$ cat config.mk
export PLATFORM = sky130hd
export DESIGN_NAME = parallel_copy_resolver_top
export DESIGN_NICKNAME = d
export VERILOG_FILES = /design/src/rtl/core/pcr_pkg.sv /design/src/rtl/core/parallel_copy_resolver_top.sv /design/src/rtl/core/pcr_unit.sv /design/src/rtl/core/pcr_rbuf.sv /design/src/rtl/core/pcr_core.sv
export SDC_FILE = /design/constraint.sdc
export NUM_CORES = 1
export LEC_CHECK = 0
export ABC_CLOCK_PERIOD_IN_PS = 10000
export BUFFER_PORTS_ARGS = -buffer_cell sky130_fd_sc_hd__buf_4
export CAP_MARGIN = 20
export CELL_PAD_IN_SITES_DETAIL_PLACEMENT = 1
export CELL_PAD_IN_SITES_GLOBAL_PLACEMENT = 1
export CORE_UTILIZATION = 50
export CTS_CLUSTER_SIZE = 28
export DETAILED_ROUTE_END_ITERATION = 7
export PLACE_DENSITY = 0.8
export SLEW_MARGIN = 15
export SYNTH_ARGS = -nofsm -noshare
export SYNTH_HDL_FRONTEND = slang
export SYNTH_SLANG_ARGS = --single-unit
$ cat constraint.sdc
create_clock -name clk -period 10 [get_ports clk]
set_clock_uncertainty 0.15 [all_clocks]
set_input_delay 1 -clock clk [delete_from_list [all_inputs] [get_ports clk]]
set_output_delay 1 -clock clk [all_outputs]
set_load 0.01 [all_outputs]
$ cat src/rtl/core/pcr_pkg.sv
// ----------------------------------------------------------------------------
// pcr_pkg
// Shared types and constants of the parallel copy resolver.
// ----------------------------------------------------------------------------
package pcr_pkg;

	localparam int MAX_REGS_DEF = 16;

	localparam int REG_W  = 4;
	localparam int SLOT_W = 4;
	localparam int KIND_W = 2;
	localparam int CFG_W  = 5;
	localparam int CNT_W  = 5;

	localparam logic [CNT_W-1:0] COUNT_MAX     = 5'd31;
	localparam logic [CFG_W-1:0] REG_COUNT_RST = 5'd16;

	localparam logic [KIND_W-1:0] KIND_PERM    = 2'd0;
	localparam logic [KIND_W-1:0] KIND_RESTORE = 2'd1;
	localparam logic [KIND_W-1:0] KIND_END     = 2'd2;

	typedef enum logic [1:0] {
		CNT_HOLD,
		CNT_INC,
		CNT_DEC,
		CNT_ONE
	} cnt_op_t;

	typedef struct packed {
		logic push;
		logic clear;
	} rb_ctrl_t;

endpackage

$ cat src/rtl/core/parallel_copy_resolver_top.sv
// Load beat: each move is a table write, then a live-source fixup; ready only when idle.
// Final beat with a real move: a keep pass, a scan of each destination with an inner
// pass per kept source edge, a permutation walk, the restore copies, one end beat; output
// stalls hold up the last three. Final beat with no real move: goes to the end marker.
// Reset is asynchronous: tables empty, counts zero, reg_count 16, no beat pending.
// ----------------------------------------------------------------------------
// parallel_copy_resolver_top
// Parallel copy resolver: collects a move set, emits permutation moves,
// restore copies and an end marker.
// ----------------------------------------------------------------------------
module parallel_copy_resolver_top #(
	parameter int MAX_REGS = pcr_pkg::MAX_REGS_DEF
) (
	input  logic                          clk,
	input  logic                          arst_n,
	input  logic                          cfg_we,
	input  logic [pcr_pkg::CFG_W-1:0]     cfg_wdata,
	input  logic                          in_valid,
	output logic                          in_ready,
	input  logic [pcr_pkg::REG_W-1:0]     dest_reg,
	input  logic [pcr_pkg::REG_W-1:0]     src_reg,
	input  logic                          src_live,
	input  logic                          last_move,
	output logic                          out_valid,
	input  logic                          out_ready,
	output logic [pcr_pkg::KIND_W-1:0]    kind,
	output logic [pcr_pkg::REG_W-1:0]     move_from,
	output logic [pcr_pkg::REG_W-1:0]     move_to,
	output logic [pcr_pkg::SLOT_W-1:0]    perm_slot,
	output logic                          last_result
);
	import pcr_pkg::*;

	localparam int IW = $clog2(MAX_REGS);
	localparam int NW = $clog2(MAX_REGS + 1);
	localparam int CW = (NW > CFG_W) ? NW : CFG_W;

	logic [CFG_W-1:0] reg_count_q;
	logic [NW-1:0]    n;
	rb_ctrl_t         rb_ctrl;
	logic [IW-1:0]    rb_hi;
	logic [IW-1:0]    rb_lo;
	logic [IW-1:0]    rb_rd_idx;
	logic [IW-1:0]    rb_rd_hi;
	logic [IW-1:0]    rb_rd_lo;
	logic [NW-1:0]    rb_total;

	always_ff @(posedge clk or negedge arst_n) begin
		if (!arst_n) begin
			reg_count_q <= REG_COUNT_RST;
		end else if (cfg_we) begin
			reg_count_q <= cfg_wdata;
		end
	end

	// clamp to 1..MAX_REGS
	always_comb begin
		if (reg_count_q == '0) begin
			n = NW'(1);
		end else if (CW'(reg_count_q) > CW'(MAX_REGS)) begin
			n = NW'(MAX_REGS);
		end else begin
			n = NW'(reg_count_q);
		end
	end

	pcr_core #(
		.MAX_REGS(MAX_REGS)
	) u_core (
		.clk        (clk),
		.arst_n     (arst_n),
		.n          (n),
		.in_valid   (in_valid),
		.in_ready   (in_ready),
		.dest_reg   (dest_reg),
		.src_reg    (src_reg),
		.src_live   (src_live),
		.last_move  (last_move),
		.out_valid  (out_valid),
		.out_ready  (out_ready),
		.kind       (kind),
		.move_from  (move_from),
		.move_to    (move_to),
		.perm_slot  (perm_slot),
		.last_result(last_result),
		.rb_ctrl    (rb_ctrl),
		.rb_hi      (rb_hi),
		.rb_lo      (rb_lo),
		.rb_rd_idx  (rb_rd_idx),
		.rb_rd_hi   (rb_rd_hi),
		.rb_rd_lo   (rb_rd_lo),
		.rb_total   (rb_total)
	);

	pcr_rbuf #(
		.MAX_REGS(MAX_REGS)
	) u_rbuf (
		.clk   (clk),
		.arst_n(arst_n),
		.ctrl  (rb_ctrl),
		.wr_hi (rb_hi),
		.wr_lo (rb_lo),
		.rd_idx(rb_rd_idx),
		.rd_hi (rb_rd_hi),
		.rd_lo (rb_rd_lo),
		.total (rb_total)
	);

endmodule

$ cat src/rtl/core/pcr_unit.sv
// ----------------------------------------------------------------------------
// pcr_unit
// Shared use-count update and register compare unit.
// ----------------------------------------------------------------------------
module pcr_unit #(
	parameter int MAX_REGS = pcr_pkg::MAX_REGS_DEF
) (
	input  pcr_pkg::cnt_op_t                     op,
	input  logic [pcr_pkg::CNT_W-1:0]            cnt,
	output logic [pcr_pkg::CNT_W-1:0]            cnt_nxt,
	output logic                                 is_one,
	input  logic [$clog2(MAX_REGS+1)-1:0]        cmp_a,
	input  logic [$clog2(MAX_REGS+1)-1:0]        cmp_b,
	output logic                                 eq
);
	import pcr_pkg::*;

	always_comb begin
		case (op)
			CNT_INC: cnt_nxt = (cnt < COUNT_MAX) ? cnt + CNT_W'(1) : cnt;
			CNT_DEC: cnt_nxt = (cnt != '0) ? cnt - CNT_W'(1) : cnt;
			CNT_ONE: cnt_nxt = CNT_W'(1);
			default: cnt_nxt = cnt;
		endcase
	end

	assign is_one = (cnt == CNT_W'(1));
	assign eq     = (cmp_a == cmp_b);

endmodule

$ cat src/rtl/core/pcr_rbuf.sv
// ----------------------------------------------------------------------------
// pcr_rbuf
// Restore copy list: appended during the scan, read back in order.
// ----------------------------------------------------------------------------
module pcr_rbuf #(
	parameter int MAX_REGS = pcr_pkg::MAX_REGS_DEF
) (
	input  logic                            clk,
	input  logic                            arst_n,
	input  pcr_pkg::rb_ctrl_t               ctrl,
	input  logic [$clog2(MAX_REGS)-1:0]     wr_hi,
	input  logic [$clog2(MAX_REGS)-1:0]     wr_lo,
	input  logic [$clog2(MAX_REGS)-1:0]     rd_idx,
	output logic [$clog2(MAX_REGS)-1:0]     rd_hi,
	output logic [$clog2(MAX_REGS)-1:0]     rd_lo,
	output logic [$clog2(MAX_REGS+1)-1:0]   total
);
	import pcr_pkg::*;

	localparam int IW = $clog2(MAX_REGS);
	localparam int NW = $clog2(MAX_REGS + 1);

	logic [IW-1:0] hi_q [MAX_REGS];
	logic [IW-1:0] lo_q [MAX_REGS];
	logic [IW-1:0] rd_hi_q;
	logic [IW-1:0] rd_lo_q;
	logic [NW-1:0] total_q;
	logic          room;

	assign room = (total_q < NW'(MAX_REGS));

	// read data is registered: it lands in the cycle after rd_idx
	always_ff @(posedge clk) begin
		if (ctrl.push && room) begin
			hi_q[IW'(total_q)] <= wr_hi;
			lo_q[IW'(total_q)] <= wr_lo;
		end
		rd_hi_q <= hi_q[rd_idx];
		rd_lo_q <= lo_q[rd_idx];
	end

	always_ff @(posedge clk or negedge arst_n) begin
		if (!arst_n) begin
			total_q <= '0;
		end else if (ctrl.clear) begin
			total_q <= '0;
		end else if (ctrl.push && room) begin
			total_q <= total_q + NW'(1);
		end
	end

	assign rd_hi = rd_hi_q;
	assign rd_lo = rd_lo_q;
	assign total = total_q;

endmodule

$ cat src/rtl/core/pcr_core.sv
// ----------------------------------------------------------------------------
// pcr_core
// Move table, use counts and the sequencer that loads, scans and emits.
// ----------------------------------------------------------------------------
module pcr_core #(
	parameter int MAX_REGS = pcr_pkg::MAX_REGS_DEF
) (
	input  logic                               clk,
	input  logic                               arst_n,
	input  logic [$clog2(MAX_REGS+1)-1:0]      n,
	input  logic                               in_valid,
	output logic                               in_ready,
	input  logic [pcr_pkg::REG_W-1:0]          dest_reg,
	input  logic [pcr_pkg::REG_W-1:0]          src_reg,
	input  logic                               src_live,
	input  logic                               last_move,
	output logic                               out_valid,
	input  logic                               out_ready,
	output logic [pcr_pkg::KIND_W-1:0]         kind,
	output logic [pcr_pkg::REG_W-1:0]          move_from,
	output logic [pcr_pkg::REG_W-1:0]          move_to,
	output logic [pcr_pkg::SLOT_W-1:0]         perm_slot,
	output logic                               last_result,
	output pcr_pkg::rb_ctrl_t                  rb_ctrl,
	output logic [$clog2(MAX_REGS)-1:0]        rb_hi,
	output logic [$clog2(MAX_REGS)-1:0]        rb_lo,
	output logic [$clog2(MAX_REGS)-1:0]        rb_rd_idx,
	input  logic [$clog2(MAX_REGS)-1:0]        rb_rd_hi,
	input  logic [$clog2(MAX_REGS)-1:0]        rb_rd_lo,
	input  logic [$clog2(MAX_REGS+1)-1:0]      rb_total
);
	import pcr_pkg::*;

	localparam int IW = $clog2(MAX_REGS);
	localparam int NW = $clog2(MAX_REGS + 1);
	localparam int CW = (NW > REG_W) ? NW : REG_W;
	localparam logic [NW-1:0] NONE_REG = NW'(MAX_REGS);

	typedef enum logic [2:0] {
		S_IDLE,
		S_LIVE,
		S_KEEP,
		S_HEAD,
		S_INNER,
		S_PERM,
		S_REST,
		S_END
	} state_t;

	state_t                state_q;
	logic [NW-1:0]         st_q [MAX_REGS];
	logic [CNT_W-1:0]      uc_q [MAX_REGS];
	logic [MAX_REGS-1:0]   keep_q;
	logic                  need_q;
	logic [IW-1:0]         src_q;
	logic                  live_q;
	logic                  last_q;
	logic                  ok_q;
	logic [IW-1:0]         idx_q;
	logic [IW-1:0]         to_q;
	logic [NW-1:0]         from_q;
	logic [SLOT_W-1:0]     slot_q;
	logic                  out_valid_q;
	logic [KIND_W-1:0]     kind_q;
	logic [REG_W-1:0]      from_out_q;
	logic [REG_W-1:0]      to_out_q;
	logic [SLOT_W-1:0]     slot_out_q;
	logic                  last_out_q;

	logic [IW-1:0]         st_ra;
	logic [NW-1:0]         st_rd;
	logic [IW-1:0]         uc_addr;
	logic [CNT_W-1:0]      uc_rd;
	cnt_op_t               u_op;
	logic [CNT_W-1:0]      u_nxt;
	logic                  u_one;
	logic [NW-1:0]         cmp_b;
	logic                  u_eq;
	logic                  acc;
	logic                  in_ok;
	logic                  ld_ok;
	logic                  last_i;
	logic                  last_to;
	logic                  from_ok;
	logic                  perm_emit;
	logic                  out_load;

	always_comb begin
		st_ra   = (state_q == S_HEAD) ? to_q : idx_q;
		st_rd   = st_q[st_ra];
		uc_addr = idx_q;
		u_op    = CNT_HOLD;
		cmp_b   = from_q;
		case (state_q)
			S_IDLE: begin
				uc_addr = IW'(src_reg);
				u_op    = CNT_INC;
			end
			S_KEEP: begin
				u_op = CNT_INC;
			end
			S_HEAD: begin
				uc_addr = IW'(st_rd);
				u_op    = CNT_DEC;
				cmp_b   = NW'(to_q);
			end
			S_INNER: begin
				uc_addr = IW'(from_q);
				u_op    = CNT_ONE;
			end
			S_PERM: begin
				cmp_b = NW'(idx_q);
			end
			default: ;
		endcase
	end

	assign uc_rd = uc_q[uc_addr];

	pcr_unit #(
		.MAX_REGS(MAX_REGS)
	) u_unit (
		.op     (u_op),
		.cnt    (uc_rd),
		.cnt_nxt(u_nxt),
		.is_one (u_one),
		.cmp_a  (st_rd),
		.cmp_b  (cmp_b),
		.eq     (u_eq)
	);

	assign in_ready  = (state_q == S_IDLE);
	assign acc       = in_valid && in_ready;
	assign in_ok     = (CW'(dest_reg) < CW'(n)) && (CW'(src_reg) < CW'(n));
	assign ld_ok     = !out_valid_q || out_ready;
	assign last_i    = (NW'(idx_q) == n - NW'(1));
	assign last_to   = (NW'(to_q) == n - NW'(1));
	assign from_ok   = (st_rd < n);
	assign perm_emit = from_ok && !u_eq;
	assign out_load  = ld_ok && (((state_q == S_PERM) && perm_emit)
		|| (state_q == S_REST) || (state_q == S_END));

	assign rb_ctrl.push  = (state_q == S_INNER) && (idx_q != to_q) && u_eq;
	assign rb_ctrl.clear = (state_q == S_END) && ld_ok;
	assign rb_hi         = to_q;
	assign rb_lo         = idx_q;
	// list read is registered: address the entry needed next cycle
	assign rb_rd_idx     = (state_q != S_REST) ? '0 :
		(ld_ok ? idx_q + IW'(1) : idx_q);

	always_ff @(posedge clk or negedge arst_n) begin
		if (!arst_n) begin
			state_q     <= S_IDLE;
			for (int k = 0; k < MAX_REGS; k++) begin
				st_q[k] <= NONE_REG;
				uc_q[k] <= '0;
			end
			keep_q      <= '0;
			need_q      <= 1'b0;
			src_q       <= '0;
			live_q      <= 1'b0;
			last_q      <= 1'b0;
			ok_q        <= 1'b0;
			idx_q       <= '0;
			to_q        <= '0;
			from_q      <= '0;
			slot_q      <= '0;
			out_valid_q <= 1'b0;
			kind_q      <= KIND_PERM;
			from_out_q  <= '0;
			to_out_q    <= '0;
			slot_out_q  <= '0;
			last_out_q  <= 1'b0;
		end else begin
			if (out_valid_q && out_ready && !out_load) begin
				out_valid_q <= 1'b0;
			end
			case (state_q)
				S_IDLE: begin
					if (acc) begin
						src_q  <= IW'(src_reg);
						live_q <= src_live;
						last_q <= last_move;
						ok_q   <= in_ok;
						if (in_ok) begin
							st_q[IW'(dest_reg)] <= NW'(src_reg);
							uc_q[uc_addr]       <= u_nxt;
							if (dest_reg != src_reg) begin
								need_q <= 1'b1;
							end
						end
						state_q <= S_LIVE;
					end
				end
				S_LIVE: begin
					if (ok_q && live_q) begin
						st_q[src_q]   <= NW'(src_q);
						keep_q[src_q] <= 1'b1;
					end
					idx_q <= '0;
					to_q  <= '0;
					if (!last_q) begin
						state_q <= S_IDLE;
					end else if (need_q) begin
						state_q <= S_KEEP;
					end else begin
						state_q <= S_END;
					end
				end
				S_KEEP: begin
					if (keep_q[idx_q]) begin
						uc_q[uc_addr] <= u_nxt;
					end
					if (last_i) begin
						state_q <= S_HEAD;
					end else begin
						idx_q <= idx_q + IW'(1);
					end
				end
				S_HEAD: begin
					if (from_ok && (u_eq || u_one)) begin
						from_q  <= st_rd;
						idx_q   <= '0;
						state_q <= S_INNER;
					end else begin
						if (from_ok) begin
							uc_q[uc_addr] <= u_nxt;
						end
						if (last_to) begin
							idx_q   <= '0;
							slot_q  <= '0;
							state_q <= S_PERM;
						end else begin
							to_q <= to_q + IW'(1);
						end
					end
				end
				S_INNER: begin
					if (rb_ctrl.push) begin
						st_q[idx_q] <= NONE_REG;
					end
					if (last_i) begin
						uc_q[uc_addr] <= u_nxt;
						if (last_to) begin
							idx_q   <= '0;
							slot_q  <= '0;
							state_q <= S_PERM;
						end else begin
							to_q    <= to_q + IW'(1);
							state_q <= S_HEAD;
						end
					end else begin
						idx_q <= idx_q + IW'(1);
					end
				end
				S_PERM: begin
					if (!perm_emit || ld_ok) begin
						if (perm_emit) begin
							out_valid_q <= 1'b1;
							kind_q      <= KIND_PERM;
							from_out_q  <= REG_W'(st_rd);
							to_out_q    <= REG_W'(idx_q);
							slot_out_q  <= slot_q;
							last_out_q  <= 1'b0;
							slot_q      <= slot_q + SLOT_W'(1);
						end
						if (last_i) begin
							idx_q   <= '0;
							state_q <= (rb_total == '0) ? S_END : S_REST;
						end else begin
							idx_q <= idx_q + IW'(1);
						end
					end
				end
				S_REST: begin
					if (ld_ok) begin
						out_valid_q <= 1'b1;
						kind_q      <= KIND_RESTORE;
						from_out_q  <= REG_W'(rb_rd_hi);
						to_out_q    <= REG_W'(rb_rd_lo);
						slot_out_q  <= '0;
						last_out_q  <= 1'b0;
						if (NW'(idx_q) + NW'(1) == rb_total) begin
							state_q <= S_END;
						end else begin
							idx_q <= idx_q + IW'(1);
						end
					end
				end
				S_END: begin
					if (ld_ok) begin
						out_valid_q <= 1'b1;
						kind_q      <= KIND_END;
						from_out_q  <= '0;
						to_out_q    <= '0;
						slot_out_q  <= '0;
						last_out_q  <= 1'b1;
						for (int k = 0; k < MAX_REGS; k++) begin
							st_q[k] <= NONE_REG;
							uc_q[k] <= '0;
						end
						keep_q  <= '0;
						need_q  <= 1'b0;
						state_q <= S_IDLE;
					end
				end
				default: begin
					state_q <= S_IDLE;
				end
			endcase
		end
	end

	assign out_valid   = out_valid_q;
	assign kind        = kind_q;
	assign move_from   = from_out_q;
	assign move_to     = to_out_q;
	assign perm_slot   = slot_out_q;
	assign last_result = last_out_q;

endmodule

==> results.sh <==
export IMPL_drt_initial_drc_count=1703
export IMPL_p_per_area_nw_per_um2=353
export IMPL_ys_seq_area_share_pct=49.2
export IMPL_yosysTopAreaCell="dfrtp_1"
export IMPL_cts_setup_buffers=0
export IMPL_initial_core_util_pct=51.0
export IMPL_design_core_area_um2=38800
export IMPL_grt_pass1_vias=17959
export IMPL_numPlacedInstances=2459
export IMPL_cts_hold_buf=0
export IMPL_rr_startpoint="u_core.state_q[0]"
export IMPL_synth_most_common_cell="nand2_1"
export IMPL_yosys_top_cells_count="nand2_1, dfrtp_1, nor2_1, a21oi_1, edfxtp_1"
export IMPL_rows=72
export IMPL_clockBufferDepth=3
export IMPL_synth_cell_area_um2=19800
export IMPL_path_max_fanout=29
export IMPL_portBuffers=36
export IMPL_ys_warnings_count=0
export IMPL_place_gp_congestion=0.938
export IMPL_finalSetupTns_ps=0
export IMPL_grt_pass1_wl_mm=107
export IMPL_ys_types=89
export IMPL_root_buffer="clkbuf_16"
export IMPL_synth_edf_count=128
export IMPL_clkTransAtPathRegs_ps=60
export IMPL_vias=17081
export IMPL_routed_via_density=6.74
export IMPL_maxSlewHeadroom_pct=26.2
export IMPL_dieWidth_um=201
export IMPL_outcome="complete, no violations"
export IMPL_clock_sinks=365
export IMPL_final_core_util_pct=56.1
export IMPL_hp_class="in2async"
export IMPL_rsz0062_at_grt="false"
export IMPL_drc=0
export IMPL_syn_instance_count=1997
export IMPL_fin_crit_ps=6370
export IMPL_setup_violations_final=0
export IMPL_num_io_pins=37
export IMPL_synth_async_sr_flop_share_pct=62.7
export IMPL_max_cap_violations=0
export IMPL_timing_final_max_slew_violations=0
export IMPL_worstPathRequired_ps=10040
export IMPL_ys_seq_elements=365
export IMPL_route_final_wire_length_mm=68.3
export IMPL_synth_top_area_share_pct=26.8
export IMPL_drive_gt1_share_pct=11.4
export IMPL_clk_insertion_delay_late_ps=590
export IMPL_avgSynthCellArea_um2=9.92
export IMPL_tightestPinTransition_ps=1100
export IMPL_fin_nets=2030
export IMPL_wl_per_cell_um=26.9
export IMPL_postRouteAntennaNets=0
export IMPL_start_kind="flip-flop"
export IMPL_die_h_um=201
export IMPL_synth_area_leaders="dfrtp_1, edfxtp_1, nand2_1, mux2i_1, a21oi_1"
export IMPL_finalHoldViolCount=0
export IMPL_grt_ovfl_total=0
export IMPL_fmax_mhz=157
export IMPL_min_period_over_period_pct=63.7
export IMPL_synth_ff_type="dfrtp_1"
export IMPL_peakVddDrop_mv=0.218
export IMPL_worstPathArrival_ps=6410
export IMPL_h_tree_depth=2
export IMPL_grt_use_total_pct=34.0
export IMPL_dp_hpwl_mm=45.5
export IMPL_leakagePower_nw=8.67
export IMPL_cp_startpoint="u_core.state_q[0]"
export IMPL_area_delta_synth_final_pct=9.91
export IMPL_end_kind="flip-flop"
export IMPL_cts_tree="done"
export IMPL_path_class="reg2reg"
export IMPL_dieArea_um2=40400
export IMPL_syn_num_nets=2041
export IMPL_grt_max_degree=109
export IMPL_antenna_found_initial=0
export IMPL_fin_cells=2534
export IMPL_cts_resized_gates=0
export IMPL_cts_buffers=41
export IMPL_dr_pass1_iters=5
-- through the flow --
step	hold WS (ps)	power, mW	instance area [um2]	worst slack (ps)
after floorplan	299	4.83	19800	5280
after global placement	316	5.93	20400	3490
after detailed placement	323	6.06	20500	3320
after CTS	338	7.57	21700	3300
after global routing	355	8.03	21800	3320
final	293	7.68	21800	3630
-- layout by cell type, fill, tap and decap left out, types with 54 or more instances in the layout --
cell type,synthesis,routed
o21ai_0,102,102
a21oi_1,153,152
nand2_1,271,269
nand3_1,54,54
mux2i_1,87,87
o2bb2ai_1,56,56
nor2_1,162,160
buf_4,7,80
edfxtp_1,128,128
dfrtp_1,212,211
-- sequential cells by signal (all words and copies together) (netlist names), 5 cells and up --
register / flops
reg_count_q: 5
u_rbuf.total: 5
u_core.uc_q: 80
u_rbuf.lo_q: 64
u_core.st_q: 80
u_rbuf.hi_q: 64
u_core.keep_q: 16
u_core.from_q: 5
-- cell type report --
class,count,area [um2]
antenna,1,2.50
clock buffer,59,1170
clock inverter,13,111
fill,4303,17100
inverter,25,93.8
multi-input combinational,1469,9350
sequential,365,9760
tap,518,648
timing repair buffer,84,643
-- path summary, 6_finish.rpt --
| kind | end | slack, ps | cells past startpoint |
|---|---|---|---|
| worst max-delay path | u_rbuf.lo_q[15][3] | 3630 | 14 |
| worst min-delay path | u_core.move_to[0] | 290 | 1 |
| worst max register to register | u_rbuf.lo_q[15][3] | 3630 | 14 |
| worst min register to register | u_core.uc_q[69] | 340 | 1 |
| max in group asynchronous | u_core.st_q[1] | 8000 | 2 |
| min in group clk | u_core.uc_q[69] | 340 | 1 |
-- report_power, final --
group          leakage (nW)  switching (mW)  internal (mW)
registers              4.20           0.268           1.92
logic                  3.83            2.75           1.26
clock network         0.640           0.638          0.844
total                  8.67            3.65           4.03
-- metal layers --
layer	vias up	GRT usage, %	part of all wire (%)
met3	205	5.16	6.7
li1	7392	-	-
met1	8730	44.6	41
met5	-	0	0
met4	0	16.1	5.0
met2	754	55.6	47
-- worst max-delay path: stages, from the launching register on --
cell	delay, ps
dfrtp_1	390
nand3b_1	90
buf_4	410
mux2i_4	710
mux2i_1	170
mux2i_1	260
mux2i_1	270
mux2i_1	890
xnor2_1	200
nor4_2	410
buf_4	230
nand2_1	140
nor2_1	520
nand2_1	340
nor2_1	760
-- kinds of logic (layout without fill, tap and decap cells) --
| logic type | count (synthesis) | after routing | share of synthesized area, % |
|---|---|---|---|
| AND/OR/NAND/NOR | 662 | 662 | 15.1 |
| AO/OA/AOI/OAI | 632 | 632 | 22.2 |
| flip-flops | 365 | 365 | 49.2 |
| buffers and inverters | 163 | 181 | 3.82 |
| multiplexers | 120 | 120 | 6.73 |
| XOR/XNOR | 31 | 31 | 1.37 |
| adder cells (fa/ha/maj) | 24 | 24 | 1.52 |
| other | 0 | 1 | 0 |
No activity file was read; power rests on OpenSTA's default activity.
